<file path="src/hdl/adsr_envelope_generator_defines.svh">
// Assertion helpers shared by the envelope RTL.
// Both expect clk and rst_n to be in scope.
`ifndef ADSR_ENVELOPE_GENERATOR_DEFINES_SVH
`define ADSR_ENVELOPE_GENERATOR_DEFINES_SVH

// Same-cycle implication
`define ADSR_ASSERT_IMP(label, ante, cons, msg) \
  label: assert property (@(posedge clk) disable iff (!rst_n) (ante) |-> (cons)) \
    else $error(msg);

// Next-cycle implication
`define ADSR_ASSERT_NXT(label, ante, cons, msg) \
  label: assert property (@(posedge clk) disable iff (!rst_n) (ante) |=> (cons)) \
    else $error(msg);

`endif

</file>
<file path="src/hdl/adsr_pkg.sv">
`default_nettype none

package adsr_pkg;

  // Default fraction width (1.0 = 2**FRAC_BITS)
  localparam int FRAC_BITS_DEF = 24;

  // APB register port
  localparam int CFG_DATA_W = 32;
  localparam int CFG_ADDR_W = 5;
  localparam int CFG_IDX_W  = CFG_ADDR_W - 2;

  // Envelope stage codes
  typedef enum logic [2:0] {
    ST_IDLE    = 3'd0,
    ST_ATTACK  = 3'd1,
    ST_DECAY   = 3'd2,
    ST_SUSTAIN = 3'd3,
    ST_RELEASE = 3'd4
  } stage_t;

  // Request codes of an input word
  typedef enum logic [1:0] {
    REQ_TICK     = 2'd0,
    REQ_NOTE_ON  = 2'd1,
    REQ_NOTE_OFF = 2'd2
  } req_t;

  // Register indexes (byte address / 4)
  typedef enum logic [CFG_IDX_W-1:0] {
    REG_ATTACK_COEF   = 3'd0,
    REG_ATTACK_BASE   = 3'd1,
    REG_DECAY_COEF    = 3'd2,
    REG_DECAY_BASE    = 3'd3,
    REG_SUSTAIN_LEVEL = 3'd4,
    REG_RELEASE_COEF  = 3'd5,
    REG_RELEASE_BASE  = 3'd6,
    REG_LEAK_FACTOR   = 3'd7
  } reg_idx_t;

  // Operand pairs of the shared multiplier
  typedef enum logic [1:0] {
    MS_LEVEL_COEF = 2'd0,
    MS_PROD_LEAK  = 2'd1,
    MS_LEVEL_GAIN = 2'd2
  } mul_sel_t;

  // Sequencer states
  typedef enum logic [2:0] {
    S_IDLE   = 3'd0,
    S_MUL1   = 3'd1,
    S_MUL2   = 3'd2,
    S_UPD    = 3'd3,
    S_OUTMUL = 3'd4,
    S_WB     = 3'd5
  } ctrl_state_t;

  // Controller to datapath
  typedef struct packed {
    logic     note_on;
    logic     note_off;
    logic     mul_en;
    mul_sel_t mul_sel;
    logic     upd_en;
    logic     out_load;
  } dp_cmd_t;

  // Datapath to controller
  typedef struct packed {
    stage_t stage;
  } dp_stat_t;

endpackage

`default_nettype wire

</file>
<file path="src/hdl/adsr_regs.sv">
`default_nettype none

module adsr_regs #(
  parameter int FRAC_BITS = adsr_pkg::FRAC_BITS_DEF
) (
  input  wire logic                             clk,
  input  wire logic                             rst_n,
  input  wire logic                             psel,
  input  wire logic                             penable,
  input  wire logic                             pwrite,
  input  wire logic [adsr_pkg::CFG_ADDR_W-1:0]  paddr,
  input  wire logic [adsr_pkg::CFG_DATA_W-1:0]  pwdata,
  output logic      [adsr_pkg::CFG_DATA_W-1:0]  prdata,
  output logic                                  pready,
  output logic               [FRAC_BITS:0]      attack_coef,
  output logic               [FRAC_BITS:0]      attack_base,
  output logic               [FRAC_BITS:0]      decay_coef,
  output logic signed        [FRAC_BITS+1:0]    decay_base,
  output logic               [FRAC_BITS:0]      sustain_level,
  output logic               [FRAC_BITS:0]      release_coef,
  output logic signed        [FRAC_BITS:0]      release_base,
  output logic               [FRAC_BITS:0]      leak_factor
);
  import adsr_pkg::*;

  localparam int UW  = FRAC_BITS + 1;
  localparam int DBW = FRAC_BITS + 2;

  localparam logic [UW-1:0]         ONE_U  = {1'b1, {FRAC_BITS{1'b0}}};
  localparam logic [UW-1:0]         HALF_U = {2'b01, {(FRAC_BITS-1){1'b0}}};
  localparam logic signed [DBW-1:0] HALF_D = {3'b001, {(FRAC_BITS-1){1'b0}}};

  logic               [UW-1:0]  attack_coef_r;
  logic               [UW-1:0]  attack_base_r;
  logic               [UW-1:0]  decay_coef_r;
  logic signed        [DBW-1:0] decay_base_r;
  logic               [UW-1:0]  sustain_level_r;
  logic               [UW-1:0]  release_coef_r;
  logic signed        [UW-1:0]  release_base_r;
  logic               [UW-1:0]  leak_factor_r;

  logic     wr_en;
  reg_idx_t idx;

  assign wr_en  = psel & penable & pwrite;
  assign idx    = reg_idx_t'(paddr[CFG_ADDR_W-1:2]);
  assign pready = 1'b1;

  // Register file writes
  always_ff @(posedge clk) begin
    if (!rst_n) begin
      attack_coef_r   <= '0;
      attack_base_r   <= ONE_U;
      decay_coef_r    <= '0;
      decay_base_r    <= HALF_D;
      sustain_level_r <= HALF_U;
      release_coef_r  <= '0;
      release_base_r  <= '0;
      leak_factor_r   <= ONE_U;
    end else if (wr_en) begin
      case (idx)
        REG_ATTACK_COEF:   attack_coef_r   <= pwdata[UW-1:0];
        REG_ATTACK_BASE:   attack_base_r   <= pwdata[UW-1:0];
        REG_DECAY_COEF:    decay_coef_r    <= pwdata[UW-1:0];
        REG_DECAY_BASE:    decay_base_r    <= signed'(pwdata[DBW-1:0]);
        REG_SUSTAIN_LEVEL: sustain_level_r <= pwdata[UW-1:0];
        REG_RELEASE_COEF:  release_coef_r  <= pwdata[UW-1:0];
        REG_RELEASE_BASE:  release_base_r  <= signed'(pwdata[UW-1:0]);
        REG_LEAK_FACTOR:   leak_factor_r   <= pwdata[UW-1:0];
        default: ;
      endcase
    end
  end

  // Read mux; signed registers read back sign-extended
  always_comb begin
    case (idx)
      REG_ATTACK_COEF:   prdata = CFG_DATA_W'(attack_coef_r);
      REG_ATTACK_BASE:   prdata = CFG_DATA_W'(attack_base_r);
      REG_DECAY_COEF:    prdata = CFG_DATA_W'(decay_coef_r);
      REG_DECAY_BASE:    prdata = CFG_DATA_W'(decay_base_r);
      REG_SUSTAIN_LEVEL: prdata = CFG_DATA_W'(sustain_level_r);
      REG_RELEASE_COEF:  prdata = CFG_DATA_W'(release_coef_r);
      REG_RELEASE_BASE:  prdata = CFG_DATA_W'(release_base_r);
      REG_LEAK_FACTOR:   prdata = CFG_DATA_W'(leak_factor_r);
      default:           prdata = '0;
    endcase
  end

  assign attack_coef   = attack_coef_r;
  assign attack_base   = attack_base_r;
  assign decay_coef    = decay_coef_r;
  assign decay_base    = decay_base_r;
  assign sustain_level = sustain_level_r;
  assign release_coef  = release_coef_r;
  assign release_base  = release_base_r;
  assign leak_factor   = leak_factor_r;

endmodule

`default_nettype wire

</file>
<file path="src/hdl/adsr_ctrl.sv">
`default_nettype none

`include "adsr_envelope_generator_defines.svh"

module adsr_ctrl (
  input  wire logic               clk,
  input  wire logic               rst_n,
  input  wire logic               in_valid,
  output logic                    in_ready,
  input  wire logic [1:0]         in_req_type,
  output logic                    out_valid,
  input  wire logic               out_ready,
  output adsr_pkg::dp_cmd_t       cmd,
  input  wire adsr_pkg::dp_stat_t stat
);
  import adsr_pkg::*;

  ctrl_state_t state_r, state_nxt;
  logic        out_valid_r, out_valid_nxt;

  // State and output-valid registers
  always_ff @(posedge clk) begin
    if (!rst_n) begin
      state_r     <= S_IDLE;
      out_valid_r <= 1'b0;
    end else begin
      state_r     <= state_nxt;
      out_valid_r <= out_valid_nxt;
    end
  end

  // Sequencing of one word
  always_comb begin
    state_nxt = state_r;
    cmd       = '0;
    in_ready  = 1'b0;
    case (state_r)
      S_IDLE: begin
        in_ready = 1'b1;
        if (in_valid) begin
          state_nxt = S_OUTMUL;
          case (in_req_type)
            REQ_TICK: begin
              if (stat.stage != ST_IDLE) state_nxt = S_MUL1;
            end
            REQ_NOTE_ON:  cmd.note_on  = 1'b1;
            REQ_NOTE_OFF: cmd.note_off = 1'b1;
            default: ;
          endcase
        end
      end
      S_MUL1: begin
        cmd.mul_en  = 1'b1;
        cmd.mul_sel = MS_LEVEL_COEF;
        state_nxt   = (stat.stage == ST_DECAY) ? S_MUL2 : S_UPD;
      end
      S_MUL2: begin
        cmd.mul_en  = 1'b1;
        cmd.mul_sel = MS_PROD_LEAK;
        state_nxt   = S_UPD;
      end
      S_UPD: begin
        cmd.upd_en = 1'b1;
        state_nxt  = S_OUTMUL;
      end
      S_OUTMUL: begin
        cmd.mul_en  = 1'b1;
        cmd.mul_sel = MS_LEVEL_GAIN;
        state_nxt   = S_WB;
      end
      S_WB: begin
        // load output register once it is free
        if (!out_valid_r || out_ready) begin
          cmd.out_load = 1'b1;
          state_nxt    = S_IDLE;
        end
      end
      default: state_nxt = S_IDLE;
    endcase
  end

  // Output word valid
  always_comb begin
    out_valid_nxt = out_valid_r;
    if (cmd.out_load)    out_valid_nxt = 1'b1;
    else if (out_ready)  out_valid_nxt = 1'b0;
  end

  assign out_valid = out_valid_r;

  // Checks
  `ADSR_ASSERT_NXT(a_tick_runs_update, in_valid && in_ready && (in_req_type == REQ_TICK) && (stat.stage != ST_IDLE), state_r == S_MUL1, "active tick did not start update")
  `ADSR_ASSERT_IMP(a_mul2_after_mul1, state_r == S_MUL2, ($past(state_r) == S_MUL1) && (stat.stage == ST_DECAY), "second product outside decay")
  `ADSR_ASSERT_NXT(a_wb_holds, (state_r == S_WB) && out_valid_r && !out_ready, state_r == S_WB, "result overwrote a pending word")

endmodule

`default_nettype wire

</file>
<file path="src/hdl/adsr_dp.sv">
`default_nettype none

`include "adsr_envelope_generator_defines.svh"

module adsr_dp #(
  parameter int FRAC_BITS = adsr_pkg::FRAC_BITS_DEF
) (
  input  wire logic                       clk,
  input  wire logic                       rst_n,
  input  wire adsr_pkg::dp_cmd_t          cmd,
  output adsr_pkg::dp_stat_t              stat,
  input  wire logic        [FRAC_BITS:0]   in_velocity,
  input  wire logic        [FRAC_BITS:0]   attack_coef,
  input  wire logic        [FRAC_BITS:0]   attack_base,
  input  wire logic        [FRAC_BITS:0]   decay_coef,
  input  wire logic signed [FRAC_BITS+1:0] decay_base,
  input  wire logic        [FRAC_BITS:0]   sustain_level,
  input  wire logic        [FRAC_BITS:0]   release_coef,
  input  wire logic signed [FRAC_BITS:0]   release_base,
  input  wire logic        [FRAC_BITS:0]   leak_factor,
  output logic             [FRAC_BITS:0]   out_env_out,
  output logic             [2:0]           out_stage
);
  import adsr_pkg::*;

  localparam int UW = FRAC_BITS + 1;  // unsigned Q value
  localparam int LW = FRAC_BITS + 3;  // level, signed, [-1.0, 2.0)
  localparam int MW = FRAC_BITS + 4;  // multiplier operand magnitude
  localparam int AW = FRAC_BITS + 5;  // multiplier operand / product, signed
  localparam int PW = MW + UW;        // raw product
  localparam int SW = FRAC_BITS + 6;  // update sum, signed

  localparam logic [UW-1:0]        ONE_U  = {1'b1, {FRAC_BITS{1'b0}}};
  localparam logic signed [SW-1:0] ONE_S  = SW'(longint'(1) <<< FRAC_BITS);
  localparam logic signed [SW-1:0] LMAX_S = SW'((longint'(1) <<< (FRAC_BITS + 1)) - 1);
  localparam logic signed [SW-1:0] LMIN_S = SW'(-(longint'(1) <<< FRAC_BITS));
  localparam logic signed [SW-1:0] ZERO_S = '0;
  localparam logic signed [AW-1:0] ONE_A  = AW'(longint'(1) <<< FRAC_BITS);
  localparam logic [PW-1:0]        HALF_P = PW'(longint'(1) <<< (FRAC_BITS - 1));

  stage_t                 stage_r, stage_nxt;
  logic signed [LW-1:0]   level_r, level_nxt;
  logic        [UW-1:0]   gain_r, gain_nxt;
  logic signed [AW-1:0]   prod_r;
  logic        [UW-1:0]   env_out_r;
  stage_t                 out_stage_r;

  logic signed [AW-1:0]   mul_a;
  logic        [UW-1:0]   mul_b;
  logic        [UW-1:0]   stage_coef;
  logic                   a_neg;
  logic        [MW-1:0]   a_mag;
  logic        [PW-1:0]   prod_raw;
  logic        [PW-1:0]   prod_rnd;
  logic signed [AW-1:0]   rnd_mag;
  logic signed [AW-1:0]   mul_res;

  logic signed [SW-1:0]   base_s;
  logic signed [SW-1:0]   sum_s;
  logic signed [SW-1:0]   sat_s;
  logic signed [SW-1:0]   sus_s;

  // Feedback coefficient of the current stage
  always_comb begin
    case (stage_r)
      ST_ATTACK:  stage_coef = attack_coef;
      ST_DECAY:   stage_coef = decay_coef;
      ST_SUSTAIN: stage_coef = leak_factor;
      ST_RELEASE: stage_coef = release_coef;
      default:    stage_coef = '0;
    endcase
  end

  // Operand select for the shared multiplier
  always_comb begin
    case (cmd.mul_sel)
      MS_LEVEL_COEF: begin
        mul_a = AW'(level_r);
        mul_b = stage_coef;
      end
      MS_PROD_LEAK: begin
        mul_a = prod_r;
        mul_b = leak_factor;
      end
      MS_LEVEL_GAIN: begin
        mul_a = AW'(level_r);
        mul_b = gain_r;
      end
      default: begin
        mul_a = AW'(level_r);
        mul_b = '0;
      end
    endcase
  end

  // Sign-magnitude Q product, rounded half away from zero
  always_comb begin
    a_neg    = mul_a[AW-1];
    a_mag    = MW'(a_neg ? -mul_a : mul_a);
    prod_raw = PW'(a_mag) * PW'(mul_b);
    prod_rnd = prod_raw + HALF_P;
    rnd_mag  = signed'(prod_rnd[FRAC_BITS +: AW]);
    mul_res  = a_neg ? -rnd_mag : rnd_mag;
  end

  always_ff @(posedge clk) begin
    if (cmd.mul_en) prod_r <= mul_res;
  end

  // Stage base plus product, saturated, then the stage end checks
  always_comb begin
    case (stage_r)
      ST_ATTACK:  base_s = signed'({{(SW-UW){1'b0}}, attack_base});
      ST_DECAY:   base_s = SW'(decay_base);
      ST_RELEASE: base_s = SW'(release_base);
      default:    base_s = '0;
    endcase
    sum_s = base_s + SW'(prod_r);
    if (sum_s > LMAX_S)      sat_s = LMAX_S;
    else if (sum_s < LMIN_S) sat_s = LMIN_S;
    else                     sat_s = sum_s;
    sus_s = signed'({{(SW-UW){1'b0}}, sustain_level});
  end

  // Envelope state next values
  always_comb begin
    stage_nxt = stage_r;
    level_nxt = level_r;
    gain_nxt  = gain_r;
    if (cmd.note_on) begin
      stage_nxt = ST_ATTACK;
      gain_nxt  = in_velocity;
    end else if (cmd.note_off && (stage_r != ST_IDLE)) begin
      stage_nxt = ST_RELEASE;
    end else if (cmd.upd_en) begin
      level_nxt = LW'(sat_s);
      case (stage_r)
        ST_ATTACK: begin
          if (sat_s >= ONE_S) begin
            level_nxt = LW'(ONE_S);
            stage_nxt = ST_DECAY;
          end
        end
        ST_DECAY: begin
          if (sat_s <= sus_s) begin
            level_nxt = LW'(sus_s);
            stage_nxt = ST_SUSTAIN;
          end
        end
        ST_RELEASE: begin
          // signed compare: any level at or below zero ends the release
          if (sat_s <= ZERO_S) begin
            level_nxt = '0;
            stage_nxt = ST_IDLE;
          end
        end
        default: ;
      endcase
    end
  end

  always_ff @(posedge clk) begin
    if (!rst_n) begin
      stage_r <= ST_IDLE;
      level_r <= '0;
      gain_r  <= ONE_U;
    end else begin
      stage_r <= stage_nxt;
      level_r <= level_nxt;
      gain_r  <= gain_nxt;
    end
  end

  // Output word: level*gain clamped to [0, 1.0]
  always_ff @(posedge clk) begin
    if (cmd.out_load) begin
      if (prod_r < 0)          env_out_r <= '0;
      else if (prod_r > ONE_A) env_out_r <= ONE_U;
      else                     env_out_r <= prod_r[UW-1:0];
      out_stage_r <= stage_r;
    end
  end

  assign stat.stage  = stage_r;
  assign out_env_out = env_out_r;
  assign out_stage   = out_stage_r;

  // Checks
  `ADSR_ASSERT_IMP(a_idle_level_zero, stage_r == ST_IDLE, level_r == '0, "idle with nonzero level")
  `ADSR_ASSERT_IMP(a_level_floor, 1'b1, SW'(level_r) >= LMIN_S, "level below -1.0")
  `ADSR_ASSERT_NXT(a_note_on_attack, cmd.note_on, stage_r == ST_ATTACK, "note on did not enter attack")

endmodule

`default_nettype wire

</file>
<file path="src/hdl/adsr_envelope_generator.sv">
`default_nettype none

// Exponential ADSR envelope generator. Each input word is a sample tick, a
// note-on carrying a velocity, or a note-off; each one yields exactly one
// output word with level*gain (clamped to [0, 1.0], Q1.FRAC_BITS) and the
// stage after the word. Words are handled one at a time by a sequencer
// around a single shared multiplier. An active-stage tick runs a product
// (two in decay), the update, the output product and the writeback; a
// note-on, a note-off or an idle tick runs only the output product and
// writeback. The output register lets the next word enter while a result
// is still waiting to be taken. Registers sit on the APB port at byte
// address 4*index and should only be written while no word is in flight.

module adsr_envelope_generator #(
  parameter int FRAC_BITS = adsr_pkg::FRAC_BITS_DEF
) (
  input  wire logic                            clk,
  input  wire logic                            rst_n,
  // input words
  input  wire logic                            in_valid,
  output logic                                 in_ready,
  input  wire logic [1:0]                      in_req_type,
  input  wire logic [FRAC_BITS:0]              in_velocity,
  // output words
  output logic                                 out_valid,
  input  wire logic                            out_ready,
  output logic      [FRAC_BITS:0]              out_env_out,
  output logic      [2:0]                      out_stage,
  // register port
  input  wire logic                            psel,
  input  wire logic                            penable,
  input  wire logic                            pwrite,
  input  wire logic [adsr_pkg::CFG_ADDR_W-1:0] paddr,
  input  wire logic [adsr_pkg::CFG_DATA_W-1:0] pwdata,
  output logic      [adsr_pkg::CFG_DATA_W-1:0] prdata,
  output logic                                 pready
);
  import adsr_pkg::*;

  dp_cmd_t  cmd;
  dp_stat_t stat;

  logic        [FRAC_BITS:0]   attack_coef;
  logic        [FRAC_BITS:0]   attack_base;
  logic        [FRAC_BITS:0]   decay_coef;
  logic signed [FRAC_BITS+1:0] decay_base;
  logic        [FRAC_BITS:0]   sustain_level;
  logic        [FRAC_BITS:0]   release_coef;
  logic signed [FRAC_BITS:0]   release_base;
  logic        [FRAC_BITS:0]   leak_factor;

  adsr_regs #(.FRAC_BITS(FRAC_BITS)) u_regs (
    .clk           (clk),
    .rst_n         (rst_n),
    .psel          (psel),
    .penable       (penable),
    .pwrite        (pwrite),
    .paddr         (paddr),
    .pwdata        (pwdata),
    .prdata        (prdata),
    .pready        (pready),
    .attack_coef   (attack_coef),
    .attack_base   (attack_base),
    .decay_coef    (decay_coef),
    .decay_base    (decay_base),
    .sustain_level (sustain_level),
    .release_coef  (release_coef),
    .release_base  (release_base),
    .leak_factor   (leak_factor)
  );

  adsr_ctrl u_ctrl (
    .clk         (clk),
    .rst_n       (rst_n),
    .in_valid    (in_valid),
    .in_ready    (in_ready),
    .in_req_type (in_req_type),
    .out_valid   (out_valid),
    .out_ready   (out_ready),
    .cmd         (cmd),
    .stat        (stat)
  );

  adsr_dp #(.FRAC_BITS(FRAC_BITS)) u_dp (
    .clk           (clk),
    .rst_n         (rst_n),
    .cmd           (cmd),
    .stat          (stat),
    .in_velocity   (in_velocity),
    .attack_coef   (attack_coef),
    .attack_base   (attack_base),
    .decay_coef    (decay_coef),
    .decay_base    (decay_base),
    .sustain_level (sustain_level),
    .release_coef  (release_coef),
    .release_base  (release_base),
    .leak_factor   (leak_factor),
    .out_env_out   (out_env_out),
    .out_stage     (out_stage)
  );

endmodule

`default_nettype wire
</file>
<file path="config.mk">
export PLATFORM = sky130hd
export DESIGN_NAME = adsr_envelope_generator
export DESIGN_NICKNAME = d
export VERILOG_FILES = /design/src/hdl/adsr_pkg.sv /design/src/hdl/adsr_regs.sv /design/src/hdl/adsr_ctrl.sv /design/src/hdl/adsr_dp.sv /design/src/hdl/adsr_envelope_generator.sv
export VERILOG_INCLUDE_DIRS = /design/src /design/src/hdl
export SDC_FILE = /design/constraint.sdc
export NUM_CORES = 2
export LEC_CHECK = 0
export BUFFER_PORTS_ARGS = -buffer_cell sky130_fd_sc_hd__buf_2
export CAP_MARGIN = 15
export CORE_MARGIN = 2
export CORE_UTILIZATION = 40
export DETAILED_ROUTE_END_ITERATION = 10
export SYNTH_ARGS = -nofsm -noshare
export SYNTH_HDL_FRONTEND = slang
export SYNTH_SLANG_ARGS = --single-unit
export TNS_END_PERCENT = 10
</file>
<file path="constraint.sdc">
create_clock -name clk -period 13.6 [get_ports clk]
set_input_delay 2.04 -clock clk [delete_from_list [all_inputs] [get_ports clk]]
set_output_delay 2.04 -clock clk [all_outputs]
set_load 0.02 [all_outputs]
</file>
== After elaboration in Yosys (flattened, before gate mapping) ==
Index checks and enable logic that the tools add are counted.

* Add/sub/neg operators: 4
* Multiply operators: 1
* $lt $le $gt $ge: 7
* Equality and inequality tests: 31
* Mux-type cells: 38
* Bitwise operators: 5
* Reduce and logical (&&, ||, !) cells: 30

{| class="wikitable"
|+ Operators with widths
! cell !! number
|-
| 32-bit one-hot mux with 8 select lines || 1
|-
| 25-bit one-hot mux with 4 select lines || 1
|-
| 30-bit one-hot mux with 3 select lines || 1
|-
| 27-bit two-way mux || 3
|-
| 27-bit one-hot mux with 3 select lines || 1
|-
| 25-bit one-hot mux with 3 select lines || 1
|-
| 30-bit two-way mux || 2
|-
| 29-bit two-way mux || 2
|-
| 53-bit by 24-bit adder with 53-bit output (second input constant) || 1
|-
| 28-bit by 25-bit multiplier with 53-bit output || 1
|-
| 30-bit by 29-bit adder with 30-bit output || 1
|-
| 30-bit by 26-bit >= comparator with 1-bit output (second input constant) || 1
|-
| 30-bit by 26-bit greater-than comparator with 1-bit output (second input constant) || 1
|-
| 30-bit by 1-bit less-or-equal comparator with 1-bit output (second input constant) || 1
|-
| 30-bit by 26-bit less-or-equal comparator with 1-bit output || 1
|-
| 30-bit by 25-bit less-than comparator with 1-bit output (second input constant) || 1
|-
| 29-bit by 26-bit greater-than comparator with 1-bit output (second input constant) || 1
|-
| 29-bit by 1-bit less-than comparator with 1-bit output (second input constant) || 1
|-
| 29-bit negation || 1
|-
| 28-bit two-way mux || 1
|-
| 28-bit negation || 1
|-
| 3-bit two-way mux || 9
|-
| 25-bit two-way mux || 1
|-
| 3-bit equality test (second input constant) || 7
|-
| other kinds (28) || 74
|}

* Register bits after elaboration: 317
* Output and inout bits: 63
* Logic and storage cells: 135

== Logic depth before layout (Yosys ltp) ==
* Depth after elaboration: 12
* Gate-level depth with buffers: 43
* Depth with buffers taken out: 37

== Hierarchy ==
From an unflattened synthesis, not the netlist that was laid out.

* Cell total of the unflattened synthesis: 5249
* Area, all modules: 42816.1 um2

{| class="wikitable"
|+ By module, submodules not included
! module !! times used !! cells an instance !! area an instance (um2) !! sequential area each (um2)
|-
| adsr_dp || 1 || 4048 || 33074.2 || 2812.7
|-
| adsr_regs || 1 || 1162 || 9380.2 || 4023.9
|-
| adsr_ctrl || 1 || 39 || 361.6 || 80.1
|}

== Least setup slack after synthesis ==
No wires, ideal clock.

* Path kind: register to register
* From: reg u_ctrl.state_r[2]
* To: reg u_dp.prod_r[16], data pin
* Setup time: 259 ps
* Arrival: 10749 ps
* Data required time: 13341 ps
* Setup slack: 2592 ps
* Cell stages (with the launch flop): 38
* Path buffers: 7
* Period minus slack after synthesis: 11008 ps
* Cells stage by stage: dfxtp_1 -> nor3b_2 -> buf_4 -> clkbuf_1 -> buf_2 -> buf_1 -> clkbuf_1 -> mux2i_1 -> ha_1 -> o21a_1 -> nand4_1 -> o31ai_1 -> xnor2_1 -> clkbuf_1 -> nor2_1 -> fa_1 -> fa_1 -> inv_1 -> [2 not listed] -> fa_1 -> inv_1 -> fa_1 -> inv_1 -> fa_1 -> inv_1 -> ha_1 -> clkbuf_1 -> a211oi_1 -> o21ai_1 -> a31oi_1 -> nor3_1 -> a311o_1 -> or3_1 -> and2_1 -> or4_4 -> o41a_1 -> xor2_1

* Longest elaborated chain between the ends: 10
* Elaborated cells between the ends (all ways): 15

{| class="wikitable"
|+ RTL lines
! element !! RTL line !! RTL
|-
| start: declaration || adsr_ctrl.sv:18 || <nowiki>ctrl_state_t state_r, state_nxt;</nowiki>
|-
| start signal: assignment || adsr_ctrl.sv:27 || <nowiki>state_r <= state_nxt;</nowiki>
|-
| 3-bit equality test (tied with other cells) || adsr_ctrl.sv:37 || <nowiki>case (state_r)</nowiki>
|-
| 3-bit one-hot mux with 3 select lines (*) || adsr_ctrl.sv:37 ||
|-
| 2-bit by 1-bit equality test with 1-bit output || adsr_dp.sv:76 || <nowiki>case (cmd.mul_sel)</nowiki>
|-
| 29-bit two-way mux || adsr_dp.sv:76 ||
|-
| 28-bit negation || adsr_dp.sv:99 || <nowiki>a_mag = MW'(a_neg ? -mul_a : mul_a);</nowiki>
|-
| 28-bit two-way mux || adsr_dp.sv:99 ||
|-
| 28-bit by 25-bit multiplier with 53-bit output || adsr_dp.sv:100 || <nowiki>prod_raw = PW'(a_mag) * PW'(mul_b);</nowiki>
|-
| 53-bit by 24-bit adder with 53-bit output || adsr_dp.sv:101 || <nowiki>prod_rnd = prod_raw + HALF_P;</nowiki>
|-
| 29-bit negation || adsr_dp.sv:103 || <nowiki>mul_res = a_neg ? -rnd_mag : rnd_mag;</nowiki>
|-
| 29-bit two-way mux (*) || adsr_dp.sv:103 ||
|-
| net u_dp.mul_res[16] || adsr_dp.sv:56 || <nowiki>logic signed [AW-1:0] mul_res;</nowiki>
|-
| end signal: assignment || adsr_dp.sv:107 || <nowiki>if (cmd.mul_en) prod_r <= mul_res;</nowiki>
|-
| end: declaration || adsr_dp.sv:44 || <nowiki>logic signed [AW-1:0] prod_r;</nowiki>
|}

Mark *: on every way through the listed nets, which the timed path passes. The rest lies on a longest branch.
A chain may end at the register's enable or synchronous reset.

== Worst setup path after layout ==
* From: reg u_ctrl.state_r[1]
* To: reg u_dp.prod_r[23], data pin

The elaborated chain is that of the path after synthesis.

==> metrics.cfg <==
[floorplanning]
coreArea_mm2=0.1048
die_x_um=328.6
die_height_um=328.6
ios=134
row_count=119
start_util=0.4020
dieArea_mm2=0.1080

[clock_tree]
cts_sinks=317
clk_pin_slew_ns=0.06
cts-root-buf=clkbuf_16
cts_tree=yes
htreeDepth=2
numCtsBuffers=35
cts_buffer_depth=3
cts_resized=0
clock_latency_ns=0.55
hold_buffers=0
post_cts_buffers=0

[yosys]
ys_seq_area_frac=0.1641
syn-num-nets=6168
syn_inst=5238
netlist_area_mm2=0.04214
synth_fa_ha_area_frac=0.3613
ys.warnings.count=0
synth_top_family_by_area=adder cells
synth_xor_area_frac=0.02245
synth_edf_count=57
synth_compound_area_frac=0.1402
async_flop_share=0
synth-simple-area-share=0.1857
ys_seq_elements=317
synth_cell_type_count=94
synth-main-ff-cell=dfxtp_1
syn-mean-instance-area_um2=8.044
synthMuxAreaShare=0.02845

[worst_setup_path]
cp.arrival_ns=12.72
cpMaxStageDelayCell=xor2_1
crit_family=adder cells
critPathLaunch=u_ctrl.state_r[1]
reg2reg_from=u_ctrl.state_r[1]
r2r-end=u_dp.prod_r[23]
cp_num_buf_inv=6
worstSetupEndpointType=register
required_ns=13.85
cpMostUsedCell=fa_1
worstRegToRegCells=32
slowest_delay_ns=0.85
crit_path_max_fanout=41
crit_type=reg -> reg
ff2ff_setup_slack_ns=1.13
startpoint_type=register

[placed_design]
port_buffers=124
place.gp.congestion=1.002
place_hpwl_um=119200

[power_and_ir_drop]
power_per_cell_area_mw_per_mm2=92.44
peakVddDrop_mv=0.09295
total_leakage_power_nw=19.61

[timing]
hold_viol_final=0
timing.final.crit_share=0.9170
fin_skew_ns=0.02596
fmax_mhz=80.19
slew-limit-headroom=0.07825
grt_setup_unrepaired=false
tns_ns=0
drv_slew=0
setup_viol=0
worst_pin_slew_ns=1.368
finalCriticalPeriod_ns=12.47

[grt]
track_usage=0.2917
antenna_found_initial=16
first_global_vias=37740
grt_pass1_wl_um=236900
grt_overflow=0
grt_max_degree=79

[route]
wl_met1_um=64610
via_per_inst=5.716
drt-initial-drc-count=3569
top_layer=met5
wirelength_um=159000
drc=0
ant_nets=0
num_vias=37920
dr_wl_met2_um=71100
drt-wirelength-per-cell_um=23.96
drtPass1Iterations=6
met3WireLength_um=15590

[min_path]
hold_path.class=reg -> reg
whs_endpoint=u_dp.gain_r[16]
min_from=u_dp.gain_r[16]
min_path_cells=2

[finish]
fin_util=0.4359
final_cell_mix=nand2_1 (1011), inv_1 (759), fa_1 (596)
syn2layout_area_growth_pct=8.424
layout-drive-gt1-share=0.08246
mostFrequentLayoutCell=nand2_1
fin_nets=6143

[run_status]
status=finished, final reports clean

[flow_run]
maxCapViolations=0

==> worst max-delay path by stage <==
stage                     cells past startpoint              end  slack (ns)
after floorplan                              37  u_dp.prod_r[16]        2.59
after global placement                       32  u_dp.prod_r[23]        1.45
after detailed placement                     32  u_dp.prod_r[23]        1.41
after CTS                                    34  u_dp.prod_r[23]        1.38
after global routing                         34  u_dp.prod_r[23]        0.60
final                                        32  u_dp.prod_r[23]        1.13
==> state kept, by name (all words and copies together) (netlist names), 25 cells and up <==
name,count
u_dp.level_r,27
u_regs.leak_factor,25
u_regs.decay_coef,25
u_regs.sustain_level,25
u_regs.release_coef,25
u_dp.gain_r,25
u_regs.attack_base,25
u_regs.decay_base,26
u_dp.out_env_out,25
u_regs.release_base,25
u_dp.prod_r,29
u_regs.attack_coef,25
==> worst reg2reg max path, delay by kind of cell (launching register included) <==
kind | cells | cell delay, ns
adders and majority gates | 8 | 3.98
DFF | 1 | 0.61
muxes | 1 | 0.60
buffers and inverters | 6 | 0.81
xor gates and xnor gates | 3 | 1.27
AOI/OAI and AO/OA | 8 | 2.75
and+or+nand+nor | 6 | 2.21
==> metrics by stage <==
stage	instances	power (mW)	hold WS [ns]	cell area, um^2	setup WS [ns]
2_1_floorplan	5238	2.306	0.4258	42140	2.592
3_3_place_gp	6566	3.179	0.4427	44500	1.455
3_5_place_dp	6566	3.185	0.4515	44500	1.408
4_1_cts	6629	4.173	0.4600	45660	1.377
5_1_grt	6631	4.379	0.4821	45680	0.5971
6_report	6634	4.223	0.4614	45690	1.129
==> cells in the mapped netlist, types with 19 or more instances <==
cell      number  area (um^2)
edfxtp_1      57         1712
nand2_1     1011         3795
xnor2_1       66        578.1
nor2_1       458         1719
nand3_1       39        195.2
dfxtp_1      260         5205
clkbuf_2      23        115.1
nand2b_1      21        131.4
o21a_1        36        270.3
a21oi_1      380         1902
or3_1         23        143.9
mux2i_1       53        530.5
o21ai_1       30        150.1
fa_1         596        11930
a21o_1        27        202.7
nor3_1        50        250.2
a31oi_1       22        137.6
a22oi_1       79        593.1
nor4_1        23        143.9
ha_1         263         3291
a211oi_1      35        262.8
nor2b_1       21        131.4
and2_1        71        444.2
inv_1        760         2853
mux4_2        21        473.0
xor2_1        42        367.9
o21ai_0      158        790.8
nand4_1       40        250.2
clkbuf_1     262        983.4
o221ai_1      19        166.4
==> kinds of logic (layout without fill, tap and decap cells) <==
group	Yosys count	after routing
AND/OR/NAND/NOR	1833	1833
AO/OA/AOI/OAI	951	951
multiplexers	91	91
other	1	5
buffers and inverters	1078	1079
XOR/XNOR	108	108
flip-flops	317	317
adder cells (fa/ha/maj)	859	859
==> layout make-up <==
| class | instances | area [um^2] |
|---|---|---|
| clock inverter | 11 | 123.9 |
| sequential | 317 | 6918 |
| timing repair buffer | 253 | 1594 |
| clock buffer | 52 | 1040 |
| fill | 10690 | 59130 |
| multi-input combinational | 3843 | 31390 |
| inverter | 763 | 2869 |
| antenna | 4 | 10.01 |
| tap | 1391 | 1740 |
==> where the power goes <==
group | internal (mW) | total, mW | switching, mW
clock network | 0.571 | 0.993 | 0.422
registers | 1.06 | 1.25 | 0.185
logic | 0.564 | 1.98 | 1.42
total | 2.20 | 4.22 | 2.03
==> metal layers <==
metal,GRT usage,vias up
met1,0.3884,18840
li1,-,16860
met3,0.06066,361
met4,0.1138,14
met5,0,-
met2,0.4644,1848
No activity file was read; power rests on OpenSTA's default activity.
